### config.mk
export PLATFORM = sky130hd
export DESIGN_NAME = euler_totient_top
export DESIGN_NICKNAME = d
export VERILOG_FILES = /design/src/rtl/etot_pkg.sv /design/src/rtl/euler_totient_top.sv
export SDC_FILE = /design/constraint.sdc
export NUM_CORES = 1
export LEC_CHECK = 0
export ABC_AREA = 1
export BUFFER_PORTS_ARGS = -buffer_cell sky130_fd_sc_hd__buf_2
export CORE_MARGIN = 2
export CORE_UTILIZATION = 33
export CTS_CLUSTER_DIAMETER = 50
export CTS_CLUSTER_SIZE = 12
export DETAILED_ROUTE_END_ITERATION = 8
export PLACE_DENSITY = 0.45
export SLEW_MARGIN = 30
export SYNTH_ARGS = -nofsm -noshare
export SYNTH_HDL_FRONTEND = slang
export SYNTH_SLANG_ARGS = --single-unit
### constraint.sdc
create_clock -name i_clk -period 10.05 [get_ports i_clk]
set_input_delay 1.5075 -clock i_clk [delete_from_list [all_inputs] [get_ports i_clk]]
set_output_delay 1.5075 -clock i_clk [all_outputs]
set_load 0.03 [all_outputs]
### src/rtl/etot_pkg.sv
`default_nettype none

package etot_pkg;

    // Default width of the operand and of the result.
    localparam int VALUE_BITS_DEF = 31;

    // Sequencer states. TEST, STRIP, REDUCE and LAST run bit-serial divisions.
    typedef enum logic [2:0] {
        ST_IDLE,
        ST_TEST,
        ST_STRIP,
        ST_REDUCE,
        ST_LAST,
        ST_FINISH
    } t_state;

endpackage

`default_nettype wire

### src/rtl/euler_totient_top.sv
`default_nettype none
// Euler totient phi(n) by trial division, computed with a bit-serial divider.
// Input channel: i_in_valid / o_in_stall carry i_value_in. A transfer takes place at a
// rising edge with i_in_valid high and o_in_stall low. Only one item is in
// work at a time, so o_in_stall is high from the transfer until the result
// has been moved into the output register.
// Output channel: o_out_valid / i_out_stall carry o_totient. The result stays
// in the output register, unchanged, until the receiver lets it go. The block
// takes the next item while that result still waits. A finished result that
// finds the output register still occupied waits in the sequencer.
// Work: each division computes one quotient bit per cycle. An item needs
// one division per trial divisor, plus the divisions that strip a found
// factor and reduce the running product, plus entry and hand-off. A large
// prime takes the longest, as every trial divisor up to its square root
// is tried.
// Reset (synchronous, active low) drops any item in work and empties the
// output register.
module euler_totient_top #(
    parameter int VALUE_BITS = etot_pkg::VALUE_BITS_DEF
) (
    input  wire logic                  i_clk,
    input  wire logic                  i_rst_n,
    input  wire logic                  i_in_valid,
    output logic                       o_in_stall,
    input  wire logic [VALUE_BITS-1:0] i_value_in,
    output logic                       o_out_valid,
    input  wire logic                  i_out_stall,
    output logic [VALUE_BITS-1:0]      o_totient
);
    import etot_pkg::*;

    localparam int CNT_W = $clog2(VALUE_BITS);
    localparam logic [CNT_W-1:0] CNT_LAST = CNT_W'(VALUE_BITS - 1);
    localparam logic [VALUE_BITS-1:0] ONE = VALUE_BITS'(1);
    localparam logic [VALUE_BITS-1:0] TWO = VALUE_BITS'(2);

    t_state r_state, n_state;

    // Working values: the unfactored rest of n, the running product, the
    // trial divisor.
    logic [VALUE_BITS-1:0] r_rest, n_rest;
    logic [VALUE_BITS-1:0] r_acc, n_acc;
    logic [VALUE_BITS-1:0] r_d, n_d;

    // Divider: partial remainder, dividend/quotient shift register, divisor.
    logic [VALUE_BITS-1:0] r_rem, n_rem;
    logic [VALUE_BITS-1:0] r_quo, n_quo;
    logic [VALUE_BITS-1:0] r_dvs, n_dvs;
    logic [CNT_W-1:0]      r_cnt, n_cnt;

    logic                  r_out_valid, n_out_valid;
    logic [VALUE_BITS-1:0] r_totient, n_totient;

    // One restoring division step: bring in the next dividend bit, try the
    // subtraction, and shift the quotient bit in at the bottom.
    logic [VALUE_BITS:0]   s_shift;
    logic [VALUE_BITS:0]   s_diff;
    logic                  s_ge;
    logic [VALUE_BITS-1:0] s_rem;
    logic [VALUE_BITS-1:0] s_quo;
    logic                  s_done;
    logic [VALUE_BITS-1:0] d_inc;

    always_comb begin
        s_shift = {r_rem, r_quo[VALUE_BITS-1]};
        s_diff  = s_shift - {1'b0, r_dvs};
        s_ge    = ~s_diff[VALUE_BITS];
        s_rem   = s_ge ? s_diff[VALUE_BITS-1:0] : s_shift[VALUE_BITS-1:0];
        s_quo   = {r_quo[VALUE_BITS-2:0], s_ge};
        s_done  = (r_cnt == CNT_LAST);
        d_inc   = r_d + ONE;
    end

    always_comb begin
        n_state     = r_state;
        n_rest      = r_rest;
        n_acc       = r_acc;
        n_d         = r_d;
        n_rem       = r_rem;
        n_quo       = r_quo;
        n_dvs       = r_dvs;
        n_cnt       = r_cnt;
        n_totient   = r_totient;
        n_out_valid = r_out_valid;

        if (r_out_valid && !i_out_stall) begin
            n_out_valid = 1'b0;
        end

        // Division states advance the divider by one bit; a state that
        // starts a new division overrides these below.
        if (r_state != ST_IDLE && r_state != ST_FINISH) begin
            n_rem = s_rem;
            n_quo = s_quo;
            n_cnt = r_cnt + CNT_W'(1);
        end

        unique case (r_state)
            ST_IDLE: begin
                if (i_in_valid) begin
                    n_rest  = i_value_in;
                    n_acc   = i_value_in;
                    n_d     = TWO;
                    n_rem   = '0;
                    n_quo   = i_value_in;
                    n_dvs   = TWO;
                    n_cnt   = '0;
                    n_state = ST_TEST;
                end
            end
            ST_TEST: begin
                // rest / d gives both the loop test (d <= rest/d) and the
                // divisibility check.
                if (s_done) begin
                    n_rem = '0;
                    n_cnt = '0;
                    if (r_d > s_quo) begin
                        if (r_rest > ONE) begin
                            n_quo   = r_acc;
                            n_dvs   = r_rest;
                            n_state = ST_LAST;
                        end else begin
                            n_state = ST_FINISH;
                        end
                    end else if (s_rem == '0) begin
                        n_rest  = s_quo;
                        n_quo   = s_quo;
                        n_dvs   = r_d;
                        n_state = ST_STRIP;
                    end else begin
                        n_d   = d_inc;
                        n_quo = r_rest;
                        n_dvs = d_inc;
                    end
                end
            end
            ST_STRIP: begin
                // Keep dividing out d until it no longer divides the rest.
                if (s_done) begin
                    n_rem = '0;
                    n_cnt = '0;
                    if (s_rem == '0) begin
                        n_rest = s_quo;
                        n_quo  = s_quo;
                        n_dvs  = r_d;
                    end else begin
                        n_quo   = r_acc;
                        n_dvs   = r_d;
                        n_state = ST_REDUCE;
                    end
                end
            end
            ST_REDUCE: begin
                if (s_done) begin
                    n_acc   = r_acc - s_quo;
                    n_d     = d_inc;
                    n_rem   = '0;
                    n_cnt   = '0;
                    n_quo   = r_rest;
                    n_dvs   = d_inc;
                    n_state = ST_TEST;
                end
            end
            ST_LAST: begin
                // The rest above one is a prime factor of its own.
                if (s_done) begin
                    n_acc   = r_acc - s_quo;
                    n_state = ST_FINISH;
                end
            end
            ST_FINISH: begin
                if (!r_out_valid || !i_out_stall) begin
                    n_totient   = r_acc;
                    n_out_valid = 1'b1;
                    n_state     = ST_IDLE;
                end
            end
            default: begin
                n_state = ST_IDLE;
            end
        endcase
    end

    always_ff @(posedge i_clk) begin
        if (!i_rst_n) begin
            r_state     <= ST_IDLE;
            r_out_valid <= 1'b0;
        end else begin
            r_state     <= n_state;
            r_out_valid <= n_out_valid;
        end
    end

    always_ff @(posedge i_clk) begin
        r_rest    <= n_rest;
        r_acc     <= n_acc;
        r_d       <= n_d;
        r_rem     <= n_rem;
        r_quo     <= n_quo;
        r_dvs     <= n_dvs;
        r_cnt     <= n_cnt;
        r_totient <= n_totient;
    end

    assign o_in_stall  = (r_state != ST_IDLE);
    assign o_out_valid = r_out_valid;
    assign o_totient   = r_totient;

endmodule
`default_nettype wire
==> impl_results.md, run 1 <==
- Reg2reg setup slack: 4.25 ns
- Die H: 241 um
- Final setup TNS: 0 ns
- Maximum clock insertion buffer count: 3
- Largest net degree at the start of global routing: 65
- Antenna Cells: 0
- Detailed Route WL: 69100 um
- Net count, final: 2972
- Max_cap viols: 0
- R2R Path End: r_rest[19]$_DFFE_PP_
- Initial drt markers: 1479
- Hold Crit Class: reg -> reg
- IO buf count: 67
- Post-synth top area cell: edfxtp_1
- Wire per inst: 19.0 um
- Inserted Clock Buffers: 47
- Synth top area share: 25.1%
- Clock Pin Slew Worst Setup and Hold Paths: 0.05 ns
- Crit Path Class: reg -> reg
- Initial antenna violation count: 0
- Layout cell share with drive strength beyond 1: 7.88%
- Slack of the critical path: 4.25 ns
- Most frequent CP cell: nand2_1
- Most frequent cell after synthesis: nand2_1
- Number of global-route vias before repair: 18.1k
- Final setup vio count: 0
- CP Capture Type: flip-flop
- Design area: 21300 um2
- Post-synthesis sequential area ratio: 32.7%
- Die area: 58200 um2
- Via-per-instance ratio: 5.18
- Distinct cells, synth: 49
- RSZ-0062 raised after global routing: false
- Synthesized area: 18600 um2
- Status: completed
- Min cycle time layout: 5.80 ns
- Hold violation total from the final report: 0
- H-tree depth: 2
- Post-CTS setup buffer count: 0
- Post-Syn Instances: 2805
- Setup crit start: r_dvs[26]$_DFFE_PP_
- Slowest stage delay, CP: 0.85 ns
- R2r worst-path depth: 25
- Post-synthesis async set-or-reset flop share: 0%
- Crit path depth: 25
- Clk sinks: 226
- Fillers: 5902
- Dpl cell area: 19600 um2
- DRT Pass-1 Iters: 5
- Root Driver: clkbuf_16
- Ys Warns: 0
- FF+latch count, synth: 226
- GP Congestion: 0.934
- Util after Layout: 38.4%
- Max-slew violations: 0
- Total number of vias: 18.8k
- Worst Path Arrival: 6.05 ns
- Reg2Reg Launch Point: r_dvs[26]$_DFFE_PP_
- IO Pins: 68
- Net Count, Synth: 2937
- Core area: 55400 um2
- Post-Place Setup Slack: 4.28 ns
- Synth area leaders: edfxtp_1 25%, nand2_1 18%, inv_1 9.2%
- CTS Hold Bufs: 0
- Layout Skew: 0.0402 ns
- Crit path max-delay family: buffers and inverters
- DRC Markers: 0
- Initial Util: 33.5%
- Final critical-path share of the clock period: 57.7%
- Syn-to-layout area delta: 14.6%
- First-pass GRT wire length: 107000 um
- Worst-path fanout max: 48
- Number of enable flip-flop cells after synthesis: 155
- WP data required: 10.30 ns
- GRT Overall Usage: 24.0%
- Most used DFF post-synth: edfxtp_1
- Worst-margin pin slew: 0.938 ns
- Slowest-stage cell, CP: clkinv_1
- Slew HR: 37.2%
- Die Width: 241 um
- Row Count: 86
- CP endpoint: r_rest[19]$_DFFE_PP_
- Clock latency on the worst-skew pair: 0.59 ns
- Startpoint class of the critical path: flip-flop
- CP Buf/Inv Count: 6
- # resized after CTS: 0
- CTS tree: yes
- Top cells by count, synth: 879 x nand2_1, 455 x inv_1, 201 x o21ai_0, 171 x nor2_1, 155 x edfxtp_1
- Grt ovf: 0
- Mean Syn Cell Area: 6.62 um2
- Hpwl dp: 49300 um
- F_max: 0.172 GHz
- DRT antenna net count: 0
-- layout make-up --
| cell class | instances | area, um2 | area share (%) |
|---|---|---|---|
| clock buffers | 55 | 1280 | 6.01 |
| well taps | 748 | 936 | 4.40 |
| repair buffers | 92 | 523 | 2.46 |
| inverters | 464 | 1740 | 8.18 |
| multi-input cells | 2009 | 10300 | 48.5 |
| flip-flops and latches | 226 | 6080 | 28.5 |
| clock inverters | 33 | 418 | 1.96 |
-- registers in the layout, summed over array words and instances (netlist names) --
register and flops:
r_rest 31, r_dvs 31, r_d 31, r_acc 31
r_state 3, o_totient 31, r_quo 31, r_rem 31
r_cnt 5, o_out_valid 1
-- per-stage QoR --
stage / hold WS [ns] / cells
global route: 0.496 / 3627
finish: 0.467 / 3627
CTS: 0.467 / 3627
floorplan: 0.423 / 2805
detailed placement: 0.454 / 3539
global placement: 0.434 / 3539
-- kinds of logic after synthesis --
group | synth area share (%)
and+or+nand+nor | 29.2
buffers and inverters | 12.0
AOI/OAI and AO/OA | 16.8
DFF | 32.7
adders and majority gates | 6.62
xor gates and xnor gates | 2.59
-- routing by layer --
| layer | GRT usage (%) | up-vias | wire length, um |
|---|---|---|---|
| met3 | 3.08 | 100 | 4150 |
| met4 | 7.05 | 0 | 1690 |
| met2 | 38.7 | 619 | 31000 |
| met5 | 0 | - | 0 |
| li1 | - | 9299 | - |
| met1 | 33.6 | 8779 | 32200 |
-- worst min path at each step --
stage | from | end | slack [ns] | cells after the start
floorplan | r_cnt[4]$_DFF_P_ | r_cnt[4]$_DFF_P_ | 0.42 | 1
global placement | r_acc[0]$_DFFE_PP_ | o_totient[0]$_DFFE_PP_ | 0.43 | 0
detailed placement | r_acc[0]$_DFFE_PP_ | o_totient[0]$_DFFE_PP_ | 0.45 | 0
CTS | r_acc[0]$_DFFE_PP_ | o_totient[0]$_DFFE_PP_ | 0.47 | 0
global route | r_cnt[4]$_DFF_P_ | r_cnt[4]$_DFF_P_ | 0.50 | 1
finish | r_acc[0]$_DFFE_PP_ | o_totient[0]$_DFFE_PP_ | 0.47 | 0
-- cell usage in the layout, fill, tap and decap left out, types with 11 or more instances in the layout --
master and instances:
nand2_1 877, nor3_1 19, o211ai_1 67, clkbuf_16 49, xor2_1 36, o221ai_1 12, buf_4 25, o22ai_1 16
inv_1 452, nor2_1 168, a21oi_1 126, buf_2 67, edfxtp_1 155, dfxtp_1 71, nand3b_1 13, o21bai_1 16
xnor2_1 19, o21ai_0 201, nand3_1 128, nand4_1 45, o21ai_1 63, ha_1 95, nor4_1 11, or2_2 21
Power of run 1 is left out: the tool's default activity adds up to more than one toggle a clock period on the data nets, which glitch-free logic cannot reach.
==> run 2, diff against run 1 <==
--- a/config.mk
+++ b/config.mk
@@ -12,7 +12,7 @@
 export CTS_CLUSTER_DIAMETER = 50
 export CTS_CLUSTER_SIZE = 12
 export DETAILED_ROUTE_END_ITERATION = 8
-export PLACE_DENSITY = 0.45
+export PLACE_DENSITY = 0.47
 export SLEW_MARGIN = 30
 export SYNTH_ARGS = -nofsm -noshare
 export SYNTH_HDL_FRONTEND = slang
==> constraint.sdc (replaced) <==
create_clock -name i_clk -period 5.3 [get_ports i_clk]
set_input_delay 0.795 -clock i_clk [delete_from_list [all_inputs] [get_ports i_clk]]
set_output_delay 0.795 -clock i_clk [all_outputs]
set_load 0.03 [all_outputs]
==> run 2 against run 1 <==
Compared with the run above:
- clock-buffer cell count fell by 8
- worst hold slack improved by 0.0066 ns
- critical path depth rose by 1
- sequential share of layout area barely moved
- final cell count rose by 0.44%
- register-to-register slack got worse by 3.7 ns
- clock skew fell by 0.0072 ns
- wire length fell by 0.40%
- setup slack got worse by 3.7 ns
- maximum frequency rose by 21%
- first-iteration DRC count rose by 8.0%
- final area barely moved
==> impl_results.md, run 2 (synthesis results as in run 1) <==
- Status: completed (unchanged)
- Most frequent cells in the layout: 877 x nand2_1, 454 x inv_1, 200 x o21ai_0, 169 x nor2_1, 155 x edfxtp_1 (was 877 x nand2_1, 452 x inv_1, 201 x o21ai_0, 168 x nor2_1, 155 x edfxtp_1)
- GP Congestion: 0.943 (was 0.934)
- Crit Path Class: reg -> reg (unchanged)
- F_max: 0.209 GHz (was 0.172 GHz)
- CTS Hold Bufs: 0 (unchanged)
- CP Capture Type: flip-flop (unchanged)
- GRT Overall Usage: 23.8% (was 24.0%)
- Max-slew violations: 0 (unchanged)
- Detailed Route WL: 68800 um (was 69100 um)
- FF+latch area: 6080 um2 (unchanged)
- Hold Crit Start: r_cnt[4]$_DFF_P_ (was r_acc[0]$_DFFE_PP_)
- Initial Util: 33.5% (unchanged)
- Clk sinks: 226 (unchanged)
- Root Driver: clkbuf_16 (unchanged)
- Grt ovf: 0 (unchanged)
- Startpoint class of the critical path: flip-flop (unchanged)
- IO Pins: 68 (unchanged)
- Initial drt markers: 1597 (was 1479)
- Total number of vias: 19.0k (was 18.8k)
- IO buf count: 67 (unchanged)
- Core area: 55400 um2 (unchanged)
- Slew HR: 34.9% (was 37.2%)
- Worst Path Arrival: 4.97 ns (was 6.05 ns)
- Setup crit start: r_rem[19]$_DFF_P_ (was r_dvs[26]$_DFFE_PP_)
- Worst-margin pin slew: 0.967 ns (was 0.938 ns)
- Hold violation total from the final report: 0 (unchanged)
- Row Count: 86 (unchanged)
- DRC Markers: 0 (unchanged)
- H-tree depth: 2 (unchanged)
- Via-per-instance ratio: 5.20 (was 5.18)
- Initial antenna violation count: 0 (unchanged)
- Layout Skew: 0.0331 ns (was 0.0402 ns)
- Largest net degree at the start of global routing: 65 (unchanged)
- Final critical-path share of the clock period: 90.1% (was 57.7%)
- Die H: 241 um (unchanged)
- Hold Crit Class: reg -> reg (unchanged)
- DRT Pass-1 Iters: 6 (was 5)
- DRT antenna net count: 0 (unchanged)
- Antenna Cells: 0 (unchanged)
- Fillers: 5958 (was 5902)
- Final setup vio count: 0 (unchanged)
- Final setup TNS: 0 ns (unchanged)
- CTS tree: yes (unchanged)
- Number of global-route vias before repair: 18.1k (about the same)
- Layout cell share with drive strength beyond 1: 8.29% (was 7.88%)
- Wire per inst: 18.9 um (was 19.0 um)
- Inserted Clock Buffers: 44 (was 47)
- WP data required: 5.50 ns (was 10.30 ns)
- Max_cap viols: 0 (unchanged)
- Net count, final: 2991 (was 2972)
- Syn-to-layout area delta: 14.6% (about the same)
- Clock Pin Slew Worst Setup and Hold Paths: 0.05 ns (about the same)
- # resized after CTS: 0 (unchanged)
- Clock latency on the worst-skew pair: 0.59 ns (about the same)
- RSZ-0062 raised after global routing: false (unchanged)
- Worst-path fanout max: 31 (was 48)
- Min cycle time layout: 4.78 ns (was 5.80 ns)
- Post-CTS setup buffer count: 0 (unchanged)
- Reg2Reg Launch Point: r_rem[19]$_DFF_P_ (was r_dvs[26]$_DFFE_PP_)
- Die Width: 241 um (unchanged)
- Area occupied by multi-input gates: 10300 um2 (about the same)
- Die area: 58200 um2 (unchanged)
- Hpwl dp: 49000 um (was 49300 um)
- Maximum clock insertion buffer count: 3 (unchanged)
- Most common cell after layout, fill and taps aside: nand2_1 (unchanged)
- First-pass GRT wire length: 106000 um (was 107000 um)
## run 2: cell types whose count changed in the layout (fill, tap and decap cells not counted), moves of 3 or more
cell | previous run | this run
buf_12 | 0 | 5
buf_4 | 25 | 41
bufinv_16 | 8 | 2
clkbuf_16 | 49 | 44
clkbuf_8 | 3 | 0
clkinv_2 | 10 | 7
inv_6 | 1 | 11
## run 2: per-layer routing
metal	share of wire, %	global-route usage, %	vias to the layer above
li1	-	-	9323
met3	6.9	3.29	118
met2	45	39.2	748
met5	0	0	-
met4	2.6	7.00	0
met1	45	32.4	8767
## run 2: worst paths after layout
| check | cells after the start | to | slack [ns] |
|---|---|---|---|
| min | 1 | r_cnt[4]$_DFF_P_ | 0.47 |
| min reg2reg | 1 | r_cnt[4]$_DFF_P_ | 0.47 |
| max | 26 | r_dvs[25]$_DFFE_PP_ | 0.52 |
| max reg2reg | 26 | r_dvs[25]$_DFFE_PP_ | 0.52 |
## run 2: through the flow
step | worst slack, ns | hold WS (ns) | area [um2] | utilization [%] | std cells
2_1_floorplan | 0.887 | 0.423 | 18600 | - | 2805
3_3_place_gp | 0.628 | 0.453 | 19800 | 35.7 | 3560
3_5_place_dp | 0.568 | 0.474 | 19800 | 35.7 | 3560
4_1_cts | 0.556 | 0.458 | 21300 | 38.4 | 3642
5_1_grt | 0.0945 | 0.478 | 21300 | 38.4 | 3643
6_report | 0.524 | 0.473 | 21300 | 38.4 | 3643
## run 2: cell type report
cell class	instances	share of cell area [%]
Multi-Input combinational cell	2009	48.5
Sequential cell	226	28.6
Inverter	464	8.18
Clock buffer	47	5.23
Tap cell	748	4.40
Timing Repair Buffer	114	3.62
Clock inverter	35	1.55
## run 2: critical path: stages (launching register included)
cell       delay (ns)
dfxtp_1          0.33
ha_1             0.39
nand2_1          0.13
nand2_1          0.08
nand2_1          0.06
nand2_1          0.06
inv_1            0.05
nand2_1          0.08
a21oi_2          0.30
nand3_2          0.17
nand2_4          0.14
buf_4            0.39
ha_1             0.23
nor2_1           0.04
a211oi_1         0.17
nor3_1           0.07
o21ai_0          0.23
o2111ai_1        0.15
nand2_1          0.08
nand2_1          0.04
nand2_1          0.14
nor2_4           0.05
buf_4            0.23
nand2_1          0.16
nand2_1          0.08
inv_1            0.06
buf_4            0.44
Power of run 2 is left out for the same reason.
